==> src/rtl/sam_pkg.sv <==
// sam_pkg: operation and fault codes, the queued command type and the
// saturating Q32.32 helpers used by the back of the stack machine
// depends on nothing
package sam_pkg;

	localparam logic [2:0] OP_ADD  = 3'd0;
	localparam logic [2:0] OP_SUB  = 3'd1;
	localparam logic [2:0] OP_MUL  = 3'd2;
	localparam logic [2:0] OP_DIV  = 3'd3;
	localparam logic [2:0] OP_NEG  = 3'd4;
	localparam logic [2:0] OP_PUSH = 3'd5;
	localparam logic [2:0] OP_EXIT = 3'd6;

	localparam logic [1:0] FLT_NONE  = 2'd0;
	localparam logic [1:0] FLT_UNDER = 2'd1;
	localparam logic [1:0] FLT_OVER  = 2'd2;
	localparam logic [1:0] FLT_DIV0  = 2'd3;

	localparam logic [63:0] Q_MAX = 64'h7FFF_FFFF_FFFF_FFFF;
	localparam logic [63:0] Q_MIN = 64'h8000_0000_0000_0000;

	typedef struct packed {
		logic [2:0]  op;
		logic [63:0] cval;
		logic [1:0]  need;     // entries the operation must find on the stack
		logic        is_push;
	} cmd_t;

	function automatic logic [63:0] sat_add(input logic [63:0] a, input logic [63:0] b);
		logic [63:0] s;
		s = a + b;
		if (a[63] == b[63] && s[63] != a[63])
			return a[63] ? Q_MIN : Q_MAX;
		return s;
	endfunction

	function automatic logic [63:0] sat_sub(input logic [63:0] a, input logic [63:0] b);
		logic [63:0] d;
		d = a - b;
		if (a[63] != b[63] && d[63] != a[63])
			return a[63] ? Q_MIN : Q_MAX;
		return d;
	endfunction

	function automatic logic [63:0] from_mag(input logic neg, input logic [63:0] mag,
			input logic big);
		if (!neg)
			return (big || mag > Q_MAX) ? Q_MAX : mag;
		if (big || mag > Q_MIN)
			return Q_MIN;
		return 64'd0 - mag;
	endfunction

	function automatic logic [63:0] magnitude(input logic [63:0] x);
		return x[63] ? (64'd0 - x) : x;
	endfunction

endpackage

==> src/rtl/sam_queue.sv <==
// sam_queue: two-entry command queue between front and back
// depends on sam_pkg
module sam_queue (
	input  logic          clk,
	input  logic          arst_n,
	input  logic          push,
	input  sam_pkg::cmd_t wr_cmd,
	output logic          full,
	output logic          nonempty,
	input  logic          pop,
	output sam_pkg::cmd_t rd_cmd
);
	import sam_pkg::*;

	cmd_t       slot_q [2];
	logic       wp_q, rp_q;
	logic [1:0] cnt_q;

	assign full     = (cnt_q == 2'd2);
	assign nonempty = (cnt_q != 2'd0);
	assign rd_cmd   = slot_q[rp_q];

	always_ff @(posedge clk) begin
		if (push)
			slot_q[wp_q] <= wr_cmd;
	end

	always_ff @(posedge clk or negedge arst_n) begin
		if (!arst_n) begin
			wp_q  <= 1'b0;
			rp_q  <= 1'b0;
			cnt_q <= 2'd0;
		end else begin
			if (push)
				wp_q <= !wp_q;
			if (pop)
				rp_q <= !rp_q;
			cnt_q <= cnt_q + {1'b0, push} - {1'b0, pop};
		end
	end
endmodule

==> config.mk <==
export PLATFORM = sky130hd
export DESIGN_NAME = sam_queue
export DESIGN_NICKNAME = d
export VERILOG_FILES = /design/src/rtl/sam_pkg.sv /design/src/rtl/sam_queue.sv
export SDC_FILE = /design/constraint.sdc
export NUM_CORES = 1
export LEC_CHECK = 0
export ABC_CLOCK_PERIOD_IN_PS = 5200
export BUFFER_PORTS_ARGS = -buffer_cell sky130_fd_sc_hd__buf_2
export CAP_MARGIN = 5
export CORE_ASPECT_RATIO = 1.25
export CORE_UTILIZATION = 52
export DETAILED_ROUTE_END_ITERATION = 7
export HOLD_SLACK_MARGIN = 0.15
export PLACE_DENSITY_LB_ADDON = 0.15
export SLEW_MARGIN = 20
export SYNTH_ARGS = -nofsm -noshare
export SYNTH_HDL_FRONTEND = slang
export SYNTH_SLANG_ARGS = --single-unit
==> constraint.sdc <==
create_clock -name clk -period 5.2 [get_ports clk]
set_clock_uncertainty 0.05 [all_clocks]
set_input_delay 1.04 -clock clk [delete_from_list [all_inputs] [get_ports clk]]
set_output_delay 1.04 -clock clk [all_outputs]
set_load 0.05 [all_outputs]
# Word level (Yosys, flattened, before mapping)
# Memory sizes are Yosys's and may differ from the RTL's.
# Index checks and enable logic that the tools add are counted.
# Widths: inputs -> output; s select.
# totals
ramBits	140
out_inout_bits	72
mem_count	1
regBits	4
elab_cells	12
inputBits	74
# mem_list
memory	words	width	rd	rd_ports_with_merged_regs	write_ports	line_no	text
slot_q	2	70	1	0	1	sam_queue.sv:15	cmd_t slot_q [2];
# op_classes
n_reduce_logical	3
eq_ne	1
n_addsub	2
mux	2
# op_table
op	n
$add 2x1->2	1
$eq 2x2->1 const B	1
$logic_not 1->1	2
$mux 1	2
$reduce_bool 2->1	1
$sub 2x1->2	1

# Depth between registers and ports, before layout
# depth
depth_word	2
mapped_depth	5
depth_no_buf	5

# Worst setup path before layout
# Ideal clock, no wire load.
# synth_timing
kind	in2reg
start	in push
end	mem slot_q[0][0] in the netlist's numbering, enable pin
cell_stages	1
t_arrival_ns	4.111
n_path_buf	0
setup_ns	0.507
slack_ns	0.532
cell_sequence	nor2b_1
# synth_between
elab_chain_cells	2
# synth_lines
item	line_no	text
start: declaration	sam_queue.sv:6	input logic push,
$mux 1	sam_queue.sv:24	if (push)
$mux 1 (not written as such)	sam_queue.sv:25	slot_q[wp_q] <= wr_cmd;
end: declaration	sam_queue.sv:15	
# Every way passes these cells.

==> key figures <==
Global routing
  – All-Layer GR Usage: between 15 and 20%
  – Largest net degree at the start of global routing: slightly above 70
  – Initial antenna violation count: 1
  – First-pass GRT wire length: between 10 and 15 mm
  – Total grt overflow: 0
  – Vias in the first global route: 2717

Route
  – DRT Pass-1 Iters: 5
  – DRC viols: 0
  – Via count: between 2000 and 3000
  – Vias per std cell: approximately 4.9
  – Starting DRT DRC Count: about 140
  – Antenna viol nets, final: 0
  – WL/cell: between 15 and 20 um
  – Final wirelength: around 8.8 mm

STA
  – Final worst path period need: 3.274 ns
  – Slew Viols, Final: 0
  – Final TNS setup: 0 ns
  – Final Hold Vio Count: 0
  – Fmax: about 0.31 GHz
  – Crit share post-route: between 60% and 70%
  – RSZ-0062 raised after global routing: no
  – Slew HR: 34.61%
  – Worst-Margin Slew: 0.9788 ns
  – Final setup vio count: 0

Outcome
  – Outcome: completed

Power
  – Leakage: about 2.8 nW
  – Power per cell area: approximately 670 nW/um^2
  – Max VDD drop: 437.9 uV

Cells and area
  – Share of cells above drive strength 1: 61.29%
  – Final #Nets: 468
  – FF/Latch Area: 4308 um^2
  – Area of the multi-input gates: about 1100 um^2
  – Final Non-Filler Cells: 535
  – Area growth syn-to-layout: 23.86%
  – Fill cell count: roughly 760
  – Ant. Diodes: 0

Clock tree
  – Clock Sinks: 144
  – Root buffer cell: clkbuf_16
  – Post-cts resize count: 0
  – TritonCTS clock tree: built
  – Worst-Skew Late Latency: around 0.4 ns
  – CTS Hold Bufs: 0
  – Maximum buffer depth of the clock tree: 2
  – H-tree levels: 4
  – Postcts setup bufs: 0
  – Cts bufs inserted: 17
  – Worst-path clk slew: roughly 0.060 ns

Critical path
  – Reg2Reg Setup Slack: about 3.3 ns
  – Worst setup path class: reg -> out
  – Reg2reg end: slot_q[0][2]
  – Worst EP arrival: ~2.2 ns
  – Crit path required time: approximately 4.1 ns
  – Max Fanout on Critical Path: 26
  – Startpoint Class: register
  – Worst r2r src: wp_q
  – CP endpoint kind: output port
  – Critical path origin: rp_q
  – Worst Reg-to-Reg Cells: 2

Die
  – Site row count: 42
  – Die X-Extent: between 90 and 100 um
  – Die Span Y: around 120 um
  – Num ports: around 150
  – Starting Density: 53.30%
  – Die area: ~11000 um^2
  – Core area: ~11000 um^2

Logic synthesis
  – Area leader, netlist: edfxtp_1
  – Post-Synthesis Cell Area: roughly 5600 um^2
  – Yosys Warn Count: 0
  – Post-synthesis sequential area ratio: 76.84%
  – Synthesized Nets: 309
  – Number of cells produced by synthesis: 233
  – Synth area leaders: edfxtp_1 75%, mux2_4 18%, buf_12 2.5%
  – Mapped Avg Cell Area: approximately 24 um^2
  – Share of the synthesized area in the top cell type: between 70 and 80%
  – Distinct cells, synth: 13
  – #FFs+latches synth: 144

Run
  – Max Cap Violations: 0

Placement
  – DP Cell Count: around 510
  – RD Place Congestion: between 0.6 and 0.7
  – Port Buffers: around 150

Min path
  – Hold Crit Class: in -> async
layout by cell type, fill, tap and decap left out, drive strengths merged:
cell type  instances
nor2b              2
inv                3
mux2              70
bufinv             2
edfxtp           140
xor2               2
and2               1
or2                1
dfrtp              4
clkinv             6
clkinvlp           4
xor3               1
ha                 2
buf              148
clkbuf            17
through the flow:
stage	util (%)	power [mW]	area (um^2)	worst slack, ns	hold WS (ns)
after floorplan	-	3.320	5602	0.5324	0.4055
after global placement	60.80	3.531	6390	2.325	0.4782
after detailed placement	60.80	3.551	6390	2.326	0.4938
after CTS	66.01	4.670	6938	1.886	0.3640
after global routing	66.01	4.790	6938	1.841	0.3651
final	66.01	4.622	6938	1.926	0.3812
worst max path at each step:
stage              endpoint  slack (ns)
2_1_floorplan  slot_q[0][0]        0.53
3_3_place_gp     rd_cmd[69]        2.33
3_5_place_dp     rd_cmd[69]        2.33
4_1_cts          rd_cmd[69]        1.89
5_1_grt          rd_cmd[18]        1.84
6_report         rd_cmd[18]        1.93
power breakdown:
group	internal [mW]	switching [mW]	leakage [nW]	total (mW)
clock network	0.691	0.425	0.255	1.12
logic	0.609	1.25	1.23	1.85
registers	1.55	0.103	1.36	1.65
cells in the mapped netlist:
| master | number |
|---|---|
| dfrtp_1 | 4 |
| mux2_4 | 69 |
| or2_2 | 1 |
| ha_1 | 2 |
| nor2b_1 | 2 |
| mux2_2 | 1 |
| buf_12 | 7 |
| inv_1 | 2 |
| and2_1 | 1 |
| xor3_1 | 1 |
| buf_6 | 1 |
| xor2_1 | 2 |
| edfxtp_1 | 140 |
metal layers:
layer	GRT usage [%]	part of all wire [%]	vias up
met5	0	0.11	-
met4	7.481	1.7	2
met3	6.589	6.1	13
met2	28.28	54	84
met1	18.09	38	1264
li1	-	-	1242
logic make-up after synthesis:
kind of cell  synth area share, %
buf+inv                     2.837
fa+ha+maj                  0.4467
xor+xnor                   0.7371
mux                         18.70
flops                       76.84
simple gates               0.4468
registers in the layout, summed over array words and instances, names as in the netlist:
register	flops
slot_q	140
cnt_q	2
rp_q	1
wp_q	1
critical path, cell delays in order, from the launching register on:
cell	delay (ns)
dfrtp_4	0.68
buf_4	0.52
mux2_4	0.35
buf_2	0.21
cell type report:
type | instances | area share, %
sequential | 144 | 62.09
inverter | 2 | 0.1082
tap | 132 | 2.381
timing repair buffer | 148 | 10.96
clock inverter | 13 | 1.767
multi-input combinational | 79 | 16.56
clock buffer | 17 | 6.132
No activity file was read; power rests on OpenSTA's default activity.
